--- config.mk ---
export PLATFORM = sky130hd
export DESIGN_NAME = attitude_complementary_filter_top
export DESIGN_NICKNAME = d
export VERILOG_FILES = /design/src/rtl/acf_pkg.sv /design/src/rtl/acf_div.sv /design/src/rtl/acf_datapath.sv /design/src/rtl/acf_ctrl.sv /design/src/rtl/attitude_complementary_filter_top.sv
export SDC_FILE = /design/constraint.sdc
export NUM_CORES = 2
export LEC_CHECK = 0
export BUFFER_PORTS_ARGS = -buffer_cell sky130_fd_sc_hd__buf_2
export CAP_MARGIN = 20
export CORE_ASPECT_RATIO = 1.25
export CORE_MARGIN = 2
export CORE_UTILIZATION = 60
export CTS_CLUSTER_DIAMETER = 30
export DETAILED_ROUTE_END_ITERATION = 10
export PLACE_DENSITY = 0.82
export SETUP_SLACK_MARGIN = 0.1
export SYNTH_ARGS = -nofsm -noshare
export SYNTH_HDL_FRONTEND = slang
export SYNTH_HIERARCHICAL = 1
export SYNTH_SLANG_ARGS = --single-unit
--- constraint.sdc ---
create_clock -name clock -period 17.95 [get_ports clock]
set_input_delay 0.8975 -clock clock [delete_from_list [all_inputs] [get_ports clock]]
set_output_delay 0.8975 -clock clock [all_outputs]
set_load 0.05 [all_outputs]
--- src/rtl/acf_pkg.sv ---
// ----------------------------------------------------------------------------
// acf_pkg
// Types, constants and codes shared by the attitude complementary filter.
// ----------------------------------------------------------------------------
package acf_pkg;

   localparam int SAMPLE_WIDTH = 16;
   localparam int DIV_W        = SAMPLE_WIDTH + 10;  // widest dividend (blend)
   localparam int GYRO_DIV_W   = SAMPLE_WIDTH + 2;   // gyro accumulator sum
   localparam int DEN_W        = 10;
   localparam int CNT_W        = $clog2(DIV_W + 1);
   localparam int CSR_IDX_W    = 3;
   localparam int CSR_DATA_W   = 10;

   localparam int SMOOTH_DEN   = 20;
   localparam int CLAMP_WIN    = 10;

   // register indexes
   localparam logic [CSR_IDX_W-1:0] REG_RATE_DIVISOR    = 3'd0;
   localparam logic [CSR_IDX_W-1:0] REG_ACCEL_SMOOTHING = 3'd1;
   localparam logic [CSR_IDX_W-1:0] REG_ACCEL_WEIGHT    = 3'd2;
   localparam logic [CSR_IDX_W-1:0] REG_GYRO_WEIGHT     = 3'd3;
   localparam logic [CSR_IDX_W-1:0] REG_SLOW_RATIO      = 3'd4;

   localparam logic [9:0] RATE_DIVISOR_RST    = 10'd16;
   localparam logic [4:0] ACCEL_SMOOTHING_RST = 5'd10;
   localparam logic [7:0] ACCEL_WEIGHT_RST    = 8'd1;
   localparam logic [7:0] GYRO_WEIGHT_RST     = 8'd9;
   localparam logic [7:0] SLOW_RATIO_RST      = 8'd4;

   localparam logic signed [SAMPLE_WIDTH-1:0] GYRO_OFF_RST [3] = '{
      SAMPLE_WIDTH'(16), SAMPLE_WIDTH'(42), SAMPLE_WIDTH'(0)};
   localparam logic signed [SAMPLE_WIDTH-1:0] ACCEL_OFF_RST [3] = '{
      SAMPLE_WIDTH'(38), SAMPLE_WIDTH'(-4), SAMPLE_WIDTH'(470)};

   // divider operation kinds
   localparam logic [1:0] KIND_GYRO  = 2'd0;
   localparam logic [1:0] KIND_FILT  = 2'd1;
   localparam logic [1:0] KIND_BLEND = 2'd2;

   typedef struct packed {
      logic                           action;
      logic signed [SAMPLE_WIDTH-1:0] gyro_x;
      logic signed [SAMPLE_WIDTH-1:0] gyro_y;
      logic signed [SAMPLE_WIDTH-1:0] gyro_z;
      logic signed [SAMPLE_WIDTH-1:0] accel_x;
      logic signed [SAMPLE_WIDTH-1:0] accel_y;
      logic signed [SAMPLE_WIDTH-1:0] accel_z;
   } req_type;

   typedef struct packed {
      logic signed [SAMPLE_WIDTH-1:0] angle_a;
      logic signed [SAMPLE_WIDTH-1:0] angle_b;
      logic signed [SAMPLE_WIDTH-1:0] yaw_step;
      logic signed [SAMPLE_WIDTH-1:0] rate_a;
      logic signed [SAMPLE_WIDTH-1:0] rate_b;
      logic signed [SAMPLE_WIDTH-1:0] rate_c;
      logic                           blended;
      logic                           captured;
   } rsp_type;

   typedef struct packed {
      logic       latch;
      logic       capture;
      logic       div_start;
      logic [1:0] kind;
      logic [1:0] idx;
      logic       div_store;
      logic       pace;
      logic       out_load;
   } cmd_type;

   typedef struct packed {
      logic div_done;
      logic blend_go;
      logic wsum_zero;
      logic capture_item;
   } sts_type;

endpackage

--- src/rtl/acf_div.sv ---
// ----------------------------------------------------------------------------
// acf_div
// Shared signed divider, restoring, one quotient bit per cycle, truncating.
// ----------------------------------------------------------------------------
module acf_div
   import acf_pkg::*;
(
   input  logic                    clock,
   input  logic                    reset,
   input  logic                    start,
   input  logic                    short_mode,
   input  logic signed [DIV_W-1:0] num,
   input  logic [DEN_W-1:0]        den,
   output logic                    done,
   output logic signed [DIV_W-1:0] quot,
   output logic signed [DIV_W-1:0] drem
);

   logic [DIV_W-1:0] mag;
   logic [DIV_W-1:0] a_ff, a_in, q_ff, q_in;
   logic [DEN_W-1:0] r_ff, r_in, den_ff, den_in;
   logic [CNT_W-1:0] cnt_ff, cnt_in;
   logic             busy_ff, busy_in, neg_ff, neg_in;
   logic [DEN_W:0]   rs, rs_sub;

   assign mag    = num[DIV_W-1] ? DIV_W'(-num) : DIV_W'(num);
   assign rs     = {r_ff, a_ff[DIV_W-1]};
   assign rs_sub = rs - {1'b0, den_ff};
   assign done   = busy_ff && (cnt_ff == '0);
   assign quot   = neg_ff ? -$signed(q_ff) : $signed(q_ff);
   assign drem   = neg_ff ? -$signed(DIV_W'(r_ff)) : $signed(DIV_W'(r_ff));

   always_comb begin
      a_in    = a_ff;
      q_in    = q_ff;
      r_in    = r_ff;
      den_in  = den_ff;
      cnt_in  = cnt_ff;
      busy_in = busy_ff;
      neg_in  = neg_ff;
      if (start) begin
         // short operands are pre-aligned so only their bits are iterated
         a_in    = short_mode ? (mag << (DIV_W - GYRO_DIV_W)) : mag;
         q_in    = '0;
         r_in    = '0;
         den_in  = den;
         cnt_in  = short_mode ? CNT_W'(GYRO_DIV_W) : CNT_W'(DIV_W);
         busy_in = 1'b1;
         neg_in  = num[DIV_W-1];
      end else if (busy_ff) begin
         if (cnt_ff == '0) begin
            busy_in = 1'b0;
         end else begin
            a_in   = a_ff << 1;
            cnt_in = cnt_ff - 1'b1;
            if (!rs_sub[DEN_W]) begin
               r_in = rs_sub[DEN_W-1:0];
               q_in = {q_ff[DIV_W-2:0], 1'b1};
            end else begin
               r_in = rs[DEN_W-1:0];
               q_in = {q_ff[DIV_W-2:0], 1'b0};
            end
         end
      end
   end

   always_ff @(posedge clock) begin
      a_ff   <= a_in;
      q_ff   <= q_in;
      r_ff   <= r_in;
      den_ff <= den_in;
      neg_ff <= neg_in;
      if (reset) begin
         busy_ff <= 1'b0;
         cnt_ff  <= '0;
      end else begin
         busy_ff <= busy_in;
         cnt_ff  <= cnt_in;
      end
   end

endmodule

--- src/rtl/acf_datapath.sv ---
// ----------------------------------------------------------------------------
// acf_datapath
// Filter state, configuration registers, operand selection and result register.
// ----------------------------------------------------------------------------
module acf_datapath
   import acf_pkg::*;
(
   input  logic                  clock,
   input  logic                  reset,
   input  req_type               req_data,
   input  logic                  csr_we,
   input  logic [CSR_IDX_W-1:0]  csr_index,
   input  logic [CSR_DATA_W-1:0] csr_wdata,
   input  cmd_type               cmd,
   output sts_type               sts,
   output rsp_type               rsp_data
);

   localparam int SW = SAMPLE_WIDTH;
   // ceil(2^24 / 5): exact divide by 5 for operands below 2^22
   localparam logic [21:0] RECIP5 = 22'd3355444;

   logic [9:0] rate_div_ff;
   logic [4:0] smooth_ff;
   logic [7:0] aw_ff, gw_ff, slow_ff, pace_ff;

   req_type                 in_ff;
   rsp_type                 rsp_ff;
   logic signed [SW-1:0]    goff_ff [3];
   logic signed [SW-1:0]    aoff_ff [3];
   logic signed [SW-1:0]    rem_ff  [3];
   logic signed [SW-1:0]    rate_ff [3];
   logic signed [SW-1:0]    ang_ff  [2];
   logic signed [SW-1:0]    filt_ff [2];
   logic signed [DIV_W-1:0] fc_ff   [2];
   logic signed [DIV_W-1:0] fnum_ff;
   logic                    blended_ff, captured_ff;

   logic signed [SW-1:0]    g_sel, off_sel, facc, foff;
   logic signed [SW:0]      d_raw, d_db, a_delta;
   logic signed [SW+1:0]    g_sum;
   logic [4:0]              s_sat, s_new;
   logic [8:0]              wsum;
   logic [7:0]              pace_n;
   logic signed [DIV_W-1:0] num, quot, drem, fval, center, clamped;
   logic [DEN_W-1:0]        den;
   logic                    div_done;
   logic [DIV_W-1:0]        fmag, fq;
   logic [45:0]             fprod;
   logic signed [DIV_W-1:0] fquot;

   assign s_sat  = (smooth_ff > 5'(SMOOTH_DEN)) ? 5'(SMOOTH_DEN) : smooth_ff;
   assign s_new  = 5'(SMOOTH_DEN) - s_sat;
   assign wsum   = {1'b0, aw_ff} + {1'b0, gw_ff};
   assign pace_n = pace_ff + 8'd1;

   always_comb begin
      case (cmd.idx)
         2'd0: begin g_sel = in_ff.gyro_x; off_sel = goff_ff[0]; end
         2'd1: begin g_sel = in_ff.gyro_y; off_sel = goff_ff[1]; end
         default: begin g_sel = in_ff.gyro_z; off_sel = goff_ff[2]; end
      endcase
   end

   assign d_raw = (SW+1)'(g_sel) - (SW+1)'(off_sel);
   assign d_db  = (d_raw >= -1 && d_raw <= 1) ? '0 : d_raw;
   assign g_sum = (SW+2)'(rem_ff[cmd.idx]) + (SW+2)'(d_db);

   assign facc    = cmd.idx[0] ? in_ff.accel_y : in_ff.accel_x;
   assign foff    = aoff_ff[cmd.idx[0]];
   assign a_delta = (SW+1)'(facc) - (SW+1)'(foff);

   always_comb begin
      case (cmd.kind)
         KIND_GYRO: begin
            num = DIV_W'(g_sum);
            den = (rate_div_ff == '0) ? DEN_W'(1) : rate_div_ff;
         end
         KIND_FILT: begin
            num = DIV_W'($signed({1'b0, s_sat})) * DIV_W'(filt_ff[cmd.idx[0]])
                + DIV_W'($signed({1'b0, s_new})) * DIV_W'(a_delta);
            den = DEN_W'(SMOOTH_DEN);
         end
         default: begin
            num = DIV_W'($signed({1'b0, aw_ff})) * fc_ff[~cmd.idx[0]]
                + DIV_W'($signed({1'b0, gw_ff})) * DIV_W'(ang_ff[cmd.idx[0]]);
            den = DEN_W'(wsum);
         end
      endcase
   end

   acf_div u_div (
      .clock      (clock),
      .reset      (reset),
      .start      (cmd.div_start && cmd.kind != KIND_FILT),
      .short_mode (cmd.kind == KIND_GYRO),
      .num        (num),
      .den        (den),
      .done       (div_done),
      .quot       (quot),
      .drem       (drem)
   );

   // smoothing divide by 20: drop two bits, then reciprocal multiply by 1/5
   assign fmag  = fnum_ff[DIV_W-1] ? DIV_W'(-fnum_ff) : DIV_W'(fnum_ff);
   assign fprod = 46'(fmag[DIV_W-1:2]) * 46'(RECIP5);
   assign fq    = DIV_W'(fprod[45:24]);
   assign fquot = fnum_ff[DIV_W-1] ? -$signed(fq) : $signed(fq);

   // filtered accel X is negated; each axis is held near the opposite angle
   assign fval    = cmd.idx[0] ? fquot : -fquot;
   assign center  = DIV_W'(ang_ff[~cmd.idx[0]]);
   assign clamped = (fval > center + DIV_W'(CLAMP_WIN)) ? center + DIV_W'(CLAMP_WIN) :
                    (fval < center - DIV_W'(CLAMP_WIN)) ? center - DIV_W'(CLAMP_WIN) : fval;

   assign sts.div_done     = div_done;
   assign sts.blend_go     = (pace_n == slow_ff);
   assign sts.wsum_zero    = (wsum == '0);
   assign sts.capture_item = in_ff.action;
   assign rsp_data         = rsp_ff;

   always_ff @(posedge clock) begin
      if (reset) begin
         rate_div_ff <= RATE_DIVISOR_RST;
         smooth_ff   <= ACCEL_SMOOTHING_RST;
         aw_ff       <= ACCEL_WEIGHT_RST;
         gw_ff       <= GYRO_WEIGHT_RST;
         slow_ff     <= SLOW_RATIO_RST;
      end else if (csr_we) begin
         case (csr_index)
            REG_RATE_DIVISOR:    rate_div_ff <= csr_wdata[9:0];
            REG_ACCEL_SMOOTHING: smooth_ff   <= csr_wdata[4:0];
            REG_ACCEL_WEIGHT:    aw_ff       <= csr_wdata[7:0];
            REG_GYRO_WEIGHT:     gw_ff       <= csr_wdata[7:0];
            REG_SLOW_RATIO:      slow_ff     <= csr_wdata[7:0];
            default: ;
         endcase
      end
   end

   always_ff @(posedge clock) begin
      if (cmd.latch) begin
         in_ff <= req_data;
      end
      if (cmd.out_load) begin
         rsp_ff <= '{angle_a: ang_ff[0], angle_b: ang_ff[1], yaw_step: rate_ff[2],
                     rate_a: rate_ff[0], rate_b: rate_ff[1], rate_c: rate_ff[2],
                     blended: blended_ff, captured: captured_ff};
      end
      if (cmd.div_start && cmd.kind == KIND_FILT) begin
         fnum_ff <= num;
      end
      if (cmd.div_store && cmd.kind == KIND_FILT) begin
         fc_ff[cmd.idx[0]] <= clamped;
      end
   end

   always_ff @(posedge clock) begin
      if (reset) begin
         for (int i = 0; i < 3; i++) begin
            goff_ff[i] <= GYRO_OFF_RST[i];
            aoff_ff[i] <= ACCEL_OFF_RST[i];
            rem_ff[i]  <= '0;
            rate_ff[i] <= '0;
         end
         for (int i = 0; i < 2; i++) begin
            ang_ff[i]  <= '0;
            filt_ff[i] <= '0;
         end
         pace_ff     <= '0;
         blended_ff  <= 1'b0;
         captured_ff <= 1'b0;
      end else begin
         if (cmd.latch) begin
            for (int i = 0; i < 3; i++) rate_ff[i] <= '0;
            blended_ff  <= 1'b0;
            captured_ff <= 1'b0;
         end
         if (cmd.capture) begin
            goff_ff[0]  <= in_ff.gyro_x;
            goff_ff[1]  <= in_ff.gyro_y;
            goff_ff[2]  <= in_ff.gyro_z;
            aoff_ff[0]  <= in_ff.accel_x;
            aoff_ff[1]  <= in_ff.accel_y;
            aoff_ff[2]  <= in_ff.accel_z;
            captured_ff <= 1'b1;
         end
         if (cmd.pace) begin
            pace_ff    <= sts.blend_go ? 8'd0 : pace_n;
            blended_ff <= sts.blend_go;
         end
         if (cmd.div_store) begin
            case (cmd.kind)
               KIND_GYRO: begin
                  rate_ff[cmd.idx] <= quot[SW-1:0];
                  rem_ff[cmd.idx]  <= drem[SW-1:0];
                  if (cmd.idx != 2'd2) begin
                     ang_ff[cmd.idx[0]] <= ang_ff[cmd.idx[0]] + quot[SW-1:0];
                  end
               end
               KIND_FILT: filt_ff[cmd.idx[0]] <= clamped[SW-1:0];
               default:   ang_ff[cmd.idx[0]]  <= quot[SW-1:0];
            endcase
         end
      end
   end

endmodule

--- src/rtl/acf_ctrl.sv ---
// ----------------------------------------------------------------------------
// acf_ctrl
// Sequencer: walks each item through the divider operations and the handshakes.
// ----------------------------------------------------------------------------
module acf_ctrl
   import acf_pkg::*;
(
   input  logic    clock,
   input  logic    reset,
   input  logic    req_valid,
   output logic    req_ready,
   output logic    rsp_valid,
   input  logic    rsp_ready,
   input  sts_type sts,
   output cmd_type cmd
);

   localparam logic [3:0] ST_IDLE  = 4'd0;
   localparam logic [3:0] ST_CAP   = 4'd1;
   localparam logic [3:0] ST_GLOAD = 4'd2;
   localparam logic [3:0] ST_GWAIT = 4'd3;
   localparam logic [3:0] ST_PACE  = 4'd4;
   localparam logic [3:0] ST_FLOAD = 4'd5;
   localparam logic [3:0] ST_FWAIT = 4'd6;
   localparam logic [3:0] ST_BLOAD = 4'd7;
   localparam logic [3:0] ST_BWAIT = 4'd8;
   localparam logic [3:0] ST_FIN   = 4'd9;

   logic [3:0] state_ff, state_in;
   logic [1:0] idx_ff, idx_in;
   logic       valid_ff, valid_in;
   logic       out_free;

   assign req_ready = (state_ff == ST_IDLE);
   assign rsp_valid = valid_ff;
   assign out_free  = !valid_ff || rsp_ready;

   always_comb begin
      state_in = state_ff;
      idx_in   = idx_ff;
      valid_in = (valid_ff && !rsp_ready);
      cmd      = '0;
      cmd.idx  = idx_ff;
      case (state_ff)
         ST_IDLE: begin
            if (req_valid) begin
               cmd.latch = 1'b1;
               idx_in    = 2'd0;
               state_in  = ST_CAP;
            end
         end
         ST_CAP: begin
            // latched action picks the path; capture skips the divider
            cmd.kind = KIND_GYRO;
            if (sts.capture_item) begin
               cmd.capture = 1'b1;
               state_in    = ST_FIN;
            end else begin
               state_in    = ST_GLOAD;
            end
         end
         ST_GLOAD: begin
            cmd.kind      = KIND_GYRO;
            cmd.div_start = 1'b1;
            state_in      = ST_GWAIT;
         end
         ST_GWAIT: begin
            cmd.kind = KIND_GYRO;
            if (sts.div_done) begin
               cmd.div_store = 1'b1;
               if (idx_ff == 2'd2) begin
                  state_in = ST_PACE;
               end else begin
                  idx_in   = idx_ff + 2'd1;
                  state_in = ST_GLOAD;
               end
            end
         end
         ST_PACE: begin
            cmd.pace = 1'b1;
            idx_in   = 2'd0;
            state_in = sts.blend_go ? ST_FLOAD : ST_FIN;
         end
         ST_FLOAD: begin
            cmd.kind      = KIND_FILT;
            cmd.div_start = 1'b1;
            state_in      = ST_FWAIT;
         end
         ST_FWAIT: begin
            cmd.kind      = KIND_FILT;
            cmd.div_store = 1'b1;
            if (idx_ff == 2'd1) begin
               idx_in   = 2'd0;
               state_in = sts.wsum_zero ? ST_FIN : ST_BLOAD;
            end else begin
               idx_in   = idx_ff + 2'd1;
               state_in = ST_FLOAD;
            end
         end
         ST_BLOAD: begin
            cmd.kind      = KIND_BLEND;
            cmd.div_start = 1'b1;
            state_in      = ST_BWAIT;
         end
         ST_BWAIT: begin
            cmd.kind = KIND_BLEND;
            if (sts.div_done) begin
               cmd.div_store = 1'b1;
               if (idx_ff == 2'd1) begin
                  state_in = ST_FIN;
               end else begin
                  idx_in   = idx_ff + 2'd1;
                  state_in = ST_BLOAD;
               end
            end
         end
         ST_FIN: begin
            if (out_free) begin
               cmd.out_load = 1'b1;
               valid_in     = 1'b1;
               state_in     = ST_IDLE;
            end
         end
         default: state_in = ST_IDLE;
      endcase
   end

   always_ff @(posedge clock) begin
      if (reset) begin
         state_ff <= ST_IDLE;
         idx_ff   <= 2'd0;
         valid_ff <= 1'b0;
      end else begin
         state_ff <= state_in;
         idx_ff   <= idx_in;
         valid_ff <= valid_in;
      end
   end

endmodule

--- src/rtl/attitude_complementary_filter_top.sv ---
// ----------------------------------------------------------------------------
// attitude_complementary_filter_top
// Gyro integration blended with an accelerometer tilt estimate.
//
//   channel  direction  handshake              payload
//   req      in         req_valid/req_ready    req_data  (req_type)
//   rsp      out        rsp_valid/rsp_ready    rsp_data  (rsp_type)
//   csr      in         csr_we                 csr_index, csr_wdata
//
// Capture item: skips the divider. Filter tick: three serial gyro
// divisions on the shared divider. A blend tick adds two smoothing steps
// and two blend divisions; the blend divisions are skipped when both
// weights are zero.
// One item at a time; a new item is taken while the last result waits.
// Synchronous reset restores registers, offsets and filter state.
// ----------------------------------------------------------------------------
module attitude_complementary_filter_top
   import acf_pkg::*;
(
   input  logic                  clock,
   input  logic                  reset,
   input  logic                  req_valid,
   output logic                  req_ready,
   input  req_type               req_data,
   output logic                  rsp_valid,
   input  logic                  rsp_ready,
   output rsp_type               rsp_data,
   input  logic                  csr_we,
   input  logic [CSR_IDX_W-1:0]  csr_index,
   input  logic [CSR_DATA_W-1:0] csr_wdata
);

   cmd_type cmd;
   sts_type sts;

   acf_ctrl u_ctrl (
      .clock     (clock),
      .reset     (reset),
      .req_valid (req_valid),
      .req_ready (req_ready),
      .rsp_valid (rsp_valid),
      .rsp_ready (rsp_ready),
      .sts       (sts),
      .cmd       (cmd)
   );

   acf_datapath u_dp (
      .clock     (clock),
      .reset     (reset),
      .req_data  (req_data),
      .csr_we    (csr_we),
      .csr_index (csr_index),
      .csr_wdata (csr_wdata),
      .cmd       (cmd),
      .sts       (sts),
      .rsp_data  (rsp_data)
   );

endmodule

# Word-level counts from Yosys, hierarchy flattened
# Memories as Yosys holds them, arrays and structs flattened. A register that Yosys moved wholly into a read port is not among the register bits.
# Cells that the tools add are included.
# Widths: inputs -> output; s select.
[totals] register_bits=250 ram_bits=308 input_bits=115 output_inout_bits=100 word_cells=262 n_memories=7
[classes] addsub=20 mul=5 n_lt_le_gt_ge=5 eq_ne=26 muxes=121 n_bitwise=12 reduce_logical=38
[mem_list] memory="u_dp.fc_ff" words=2 width=26 rd=1 rd_clocked_by_memory_dff=0 wr=1 line="acf_datapath.sv:35" source="logic signed [DIV_W-1:0] fc_ff [2];"
[mem_list] memory="u_dp.aoff_ff" words=3 width=16 rd=1 rd_clocked_by_memory_dff=1 wr=3 line="acf_datapath.sv:30" source="logic signed [SW-1:0] aoff_ff [3];"
[mem_list] memory="u_dp.goff_ff" words=3 width=16 rd=3 rd_clocked_by_memory_dff=0 wr=3 line="acf_datapath.sv:29" source="logic signed [SW-1:0] goff_ff [3];"
[mem_list] memory="u_dp.rate_ff" words=3 width=16 rd=3 rd_clocked_by_memory_dff=3 wr=3 line="acf_datapath.sv:32" source="logic signed [SW-1:0] rate_ff [3];"
[mem_list] memory="u_dp.rem_ff" words=3 width=16 rd=1 rd_clocked_by_memory_dff=1 wr=3 line="acf_datapath.sv:31" source="logic signed [SW-1:0] rem_ff [3];"
[mem_list] memory="u_dp.ang_ff" words=2 width=16 rd=4 rd_clocked_by_memory_dff=3 wr=2 line="acf_datapath.sv:33" source="logic signed [SW-1:0] ang_ff [2];"
[mem_list] memory="1 more memories"
[ops] operator="$mux 16" count=17
[ops] operator="$mux 26" count=10
[ops] operator="$neg 26->26" count=3
[ops] operator="$pmux 16 s2" count=2
[ops] operator="$reduce_or 16->1" count=4
[ops] operator="$mux 1" count=57
[ops] operator="$add 26x26->26" count=2
[ops] operator="$pmux 26 s2" count=1
[ops] operator="$mul 24x20->44 const B" count=1
[ops] operator="$mux 4" count=10
[ops] operator="$pmux 4 s10" count=1
[ops] operator="$sub 16x16->17" count=2
[ops] operator="$gt 26x26->1" count=1
[ops] operator="$lt 26x26->1" count=1
[ops] operator="$mul 9x26->26" count=1
[ops] operator="$neg 22->26" count=1
[ops] operator="$mul 9x16->25" count=1
[ops] operator="$mul 6x17->23" count=1
[ops] operator="$mul 6x16->22" count=1
[ops] operator="$mux 10" count=2
[ops] operator="$mux 2" count=10
[ops] operator="$mux 5" count=4
[ops] operator="$pmux 10 s2" count=1
[ops] operator="$add 16x17->18" count=1
[ops] operator="50 further kinds" count=92

# Depth between registers and ports, before layout
[logic_depth] depth_word=12 ltp_mapped=58 ltp_nobuf=55

# By module
# The synthesis kept the hierarchy.
[by_module_without_submodules] module="acf_datapath" instances=1 cells_each=5230 area_each_um2=53792.8 seq_area_each_um2=15905.3
[by_module_without_submodules] module="acf_div" instances=1 cells_each=595 area_each_um2=5099.9 seq_area_each_um2=1951.9
[by_module_without_submodules] module="acf_ctrl" instances=1 cells_each=102 area_each_um2=703.2 seq_area_each_um2=140.1

# Worst setup path before layout
# No wires, ideal clock.
[synth_timing] path_type="register -> register" start="register u_dp.fnum_ff[2]" end="memory u_dp/fc_ff[0][0] in the netlist's numbering (data pin)" arrival_ns=14.002 t_required_ns=17.683 slack_ns=3.681 stages_incl_launch_ff=50 n_path_buf=2 period_less_slack_ns=14.269 cell_sequence="edfxtp_1 or4_4 or3_1 or4_1 or3_1 or4_1 or3_1 nor2_1 inv_1 or3_1 or4_1 nand2_1 xnor2_1 ha_1 fa_1 ha_1 inv_1 fa_1 [14 not listed] o21ai_1 xor2_1 nand3_2 o41ai_1 xor2_1 ha_1 a21o_1 a21o_1 a21oi_1 nor2b_1 o21ai_0 o311ai_0 o31ai_1 and2_1 clkbuf_1 nand2_1 o21ai_0 inv_1"
[synth_via] elab_chain_cells=10
[synth_rtl] item="start, declared" line="acf_datapath.sv:36" source="logic signed [DIV_W-1:0] fnum_ff;"
[synth_rtl] item="start signal, assigned" line="acf_datapath.sv:151" source="fnum_ff <= num;"
[synth_rtl] item="$neg 26->26" line="acf_datapath.sv:105" source="assign fmag = fnum_ff[DIV_W-1] ? DIV_W'(-fnum_ff) : DIV_W'(fnum_ff);"
[synth_rtl] item="$mux 26 *" line="acf_datapath.sv:105"
[synth_rtl] item="$mul 24x20->44 *" line="acf_datapath.sv:106" source="assign fprod = 46'(fmag[DIV_W-1:2]) * 46'(RECIP5);"
[synth_rtl] item="$neg 22->26" line="acf_datapath.sv:108" source="assign fquot = fnum_ff[DIV_W-1] ? -$signed(fq) : $signed(fq);"
[synth_rtl] item="$mux 26 *" line="acf_datapath.sv:108"
[synth_rtl] item="$neg 26->26" line="acf_datapath.sv:111" source="assign fval = cmd.idx[0] ? fquot : -fquot;"
[synth_rtl] item="$mux 26 *" line="acf_datapath.sv:111"
[synth_rtl] item="$lt 26x26->1" line="acf_datapath.sv:114" source="(fval < center - DIV_W'(CLAMP_WIN)) ? center - DIV_W'(CLAMP_WIN) : fval;"
[synth_rtl] item="$mux 26" line="acf_datapath.sv:114"
[synth_rtl] item="$mux 26 *" line="acf_datapath.sv:113" source="assign clamped = (fval > center + DIV_W'(CLAMP_WIN)) ? center + DIV_W'(CLAMP_WIN) :"
[synth_rtl] item="net u_dp.clamped[0]" line="acf_datapath.sv:45" source="logic signed [DIV_W-1:0] num, quot, drem, fval, center, clamped;"
[synth_rtl] item="end, declared" line="acf_datapath.sv:35"
# Mark *: on every way through the listed nets, which the timed path passes. The rest lies on a longest branch.

# Worst setup path after layout
[layout_timing] start="register u_dp.fnum_ff[2]" end="memory u_dp/fc_ff[0][24] in the netlist's numbering (data pin)"
# Same word-level chain as after synthesis.

==> flow_summary_export.csv <==
group,metric,value,unit
synthesis,syn_inst,5843,
route,ant_nets,0,
global_route,grt.met2_usage,53.1,%
clock_network,cts_tree,"yes",
place,port_buffers,198,
die,io_pins,215,
sta,setup_viol_count_final,0,
clock_network,numCtsBuffers,109,
worst_setup_path,critPathMaxStageDelay,0.79,ns
clock_network,insertion_delay,0.69,ns
sta,tightest_slew,1.07,ns
place,dp_hpwl,119000,um
synthesis,postSynthAreaPerCell,10.1,sq um
worst_setup_path,crit_slowest_cell,"o31ai_1",
final_layout,final_nets,7215,
sta,period_share,91.9,%
clock_network,ctsHoldBuffers,0,
global_route,grt_pass1_wl,242000,um
global_route,grt_usage,30.6,%
global_route,grtUsageMet3,4.53,%
global_route,grt.busiest_layer,"met2",
sta,maxSlewHeadroom,26.3,%
route,wl_per_cell,20.8,um
die,core_area,0.0974,sq mm
route,drc_errors,0,
global_route,grt.overflow.total,0,
final_layout,drive_gt1_share,10.2,%
clock_network,clk_path_buf_depth,3,
synthesis,ys_warn_count,6,
min_path,hp-class,"input port to flop",
synthesis,netlist_area,0.0590,sq mm
worst_setup_path,startpoint_type,"flop",
die,die_h,355,um
route,vias,43900,
job,cap_viol_max_count,0,
worst_setup_path,crit_arrival,16.91,ns
run_status,status,"complete, no violations",
sta,fin_crit,16.49,ns
clock_network,clkTransAtPathRegs,0.05,ns
global_route,grt_pass1_vias,45500,
sta,max_freq,60.6,MHz
global_route,antenna_found_initial,5,
clock_network,cts_setup_buffers,0,
route,first_pass_iters,6,
global_route,grt_max_degree,81,
place,dp_slack,1.63,ns
place,routabilityCongestion,0.949,
sta,grt_setup_unrepaired,"no",
sta,slew_violations,0,
synthesis,syn-num-nets,7062,
route,first_iter_violations,3824,
global_route,met1_usage,37.3,%
die,die_area,0.101,sq mm
die,die_w,284,um
worst_setup_path,end_kind,"flop",
final_layout,area_delta_synth_final,10.4,%
clock_network,h-tree-depth,3,
sta,fin_setup_tns,0,ns
worst_setup_path,critPathKind,"flop to flop",
sta,setup_slack,1.46,ns
worst_setup_path,worstPathMaxFanout,18,
clock_network,clkSinkCount,622,
route,wl,154000,um
sta,final_hold_viol_count,0,
sta,skew,0.0537,ns
worst_setup_path,crit_required,18.37,ns
clock_network,post_cts_resized,0,
die,floorplan.initialDensity,60.6,%
clock_network,cts_root_buf,"clkbuf_16",
route,post_drt_via_cell_ratio,5.94,
die,fp-row-count,128,
## final cells by class
class / instances / area [sq um]
Multi-Input combinational cell: 4166 / 37200
Inverter: 837 / 3140
Sequential cell: 622 / 17800
Fill cell: 7277 / 32300
Antenna cell: 3 / 7.51
Timing Repair Buffer: 260 / 1470
Clock inverter: 91 / 1090
Clock buffer: 116 / 2750
Tap cell: 1300 / 1630
## final timing paths
| check | start | end | slack [ns] | depth (start not counted) |
|---|---|---|---|---|
| hold reg to reg | u_dp/rate_ff[2][1] | u_dp/rsp_data[3] | 0.41 | 0 |
| setup reg to reg | u_dp/fnum_ff[2] | u_dp/fc_ff[0][24] | 1.46 | 45 |
| hold / removal | req_data[22] | u_dp/in_ff[22] | 0.38 | 1 |
| setup / recovery | u_dp/fnum_ff[2] | u_dp/fc_ff[0][24] | 1.46 | 45 |
## metrics by stage
stage          hold WS (ns)  util (%)  std cells  area [sq um]
5_1_grt               0.353      66.9       7393         65100
2_1_floorplan         0.400         -       5843         59000
4_1_cts               0.343      66.8       7391         65100
3_5_place_dp          0.405      62.9       7184         61200
6_report              0.377      66.9       7395         65100
3_3_place_gp          0.401      62.9       7184         61200
## sequential cells by signal (all words and copies together), names as in the netlist, 32 cells and up
register	cells
u_dp/rsp_data	82
u_dp/in_ff	80
u_dp/rem_ff	64
u_dp/fc_ff	52
u_dp/goff_ff	48
u_dp/rate_ff	48
u_dp/ang_ff	32
u_dp/aoff_ff	32
u_dp/filt_ff	32
## cell usage in the layout (no fill, tap or decap), types with 20 or more instances in the layout
cell	n
o21bai_1	30
o21ai_0	186
a211o_1	20
a31oi_1	27
and3_1	23
buf_4	61
a211oi_1	44
nor4_1	24
edfxtp_1	534
mux2i_1	102
o31ai_1	31
nand2b_1	75
and2_1	304
nor2_1	345
a21boi_0	24
mux2_2	73
or3_1	39
ha_1	529
dfxtp_1	86
a21oi_1	230
xor2_1	108
nor2b_1	82
o21a_1	36
nand3_1	66
fa_1	575
xnor2_1	197
clkbuf_16	110
nor3_1	92
inv_1	835
nand2_1	521
or2_2	22
buf_2	198
a21o_1	57
nand4_1	32
## routing by layer
layer / wire length (um) / up-vias / part of all wire [%]
met3: 11500 / 455 / 7.5
met2: 76400 / 1895 / 50
met5: 23 / - / 0.015
met4: 8030 / 4 / 5.2
li1: - / 20000 / -
met1: 57800 / 21600 / 38
## worst max-delay path: cells and delay by family (launching register included)
| family | cells | cell delay (ns) |
|---|---|---|
| fa+ha+maj | 9 | 3.92 |
| mux | 1 | 0.19 |
| flops | 1 | 0.43 |
| buf+inv | 3 | 0.18 |
| xor+xnor | 1 | 0.32 |
| compound gates | 11 | 4.46 |
| simple gates | 20 | 6.76 |
Power is not shown: default switching activity piles up to over one toggle a cycle in this logic, so the estimate is an artifact.
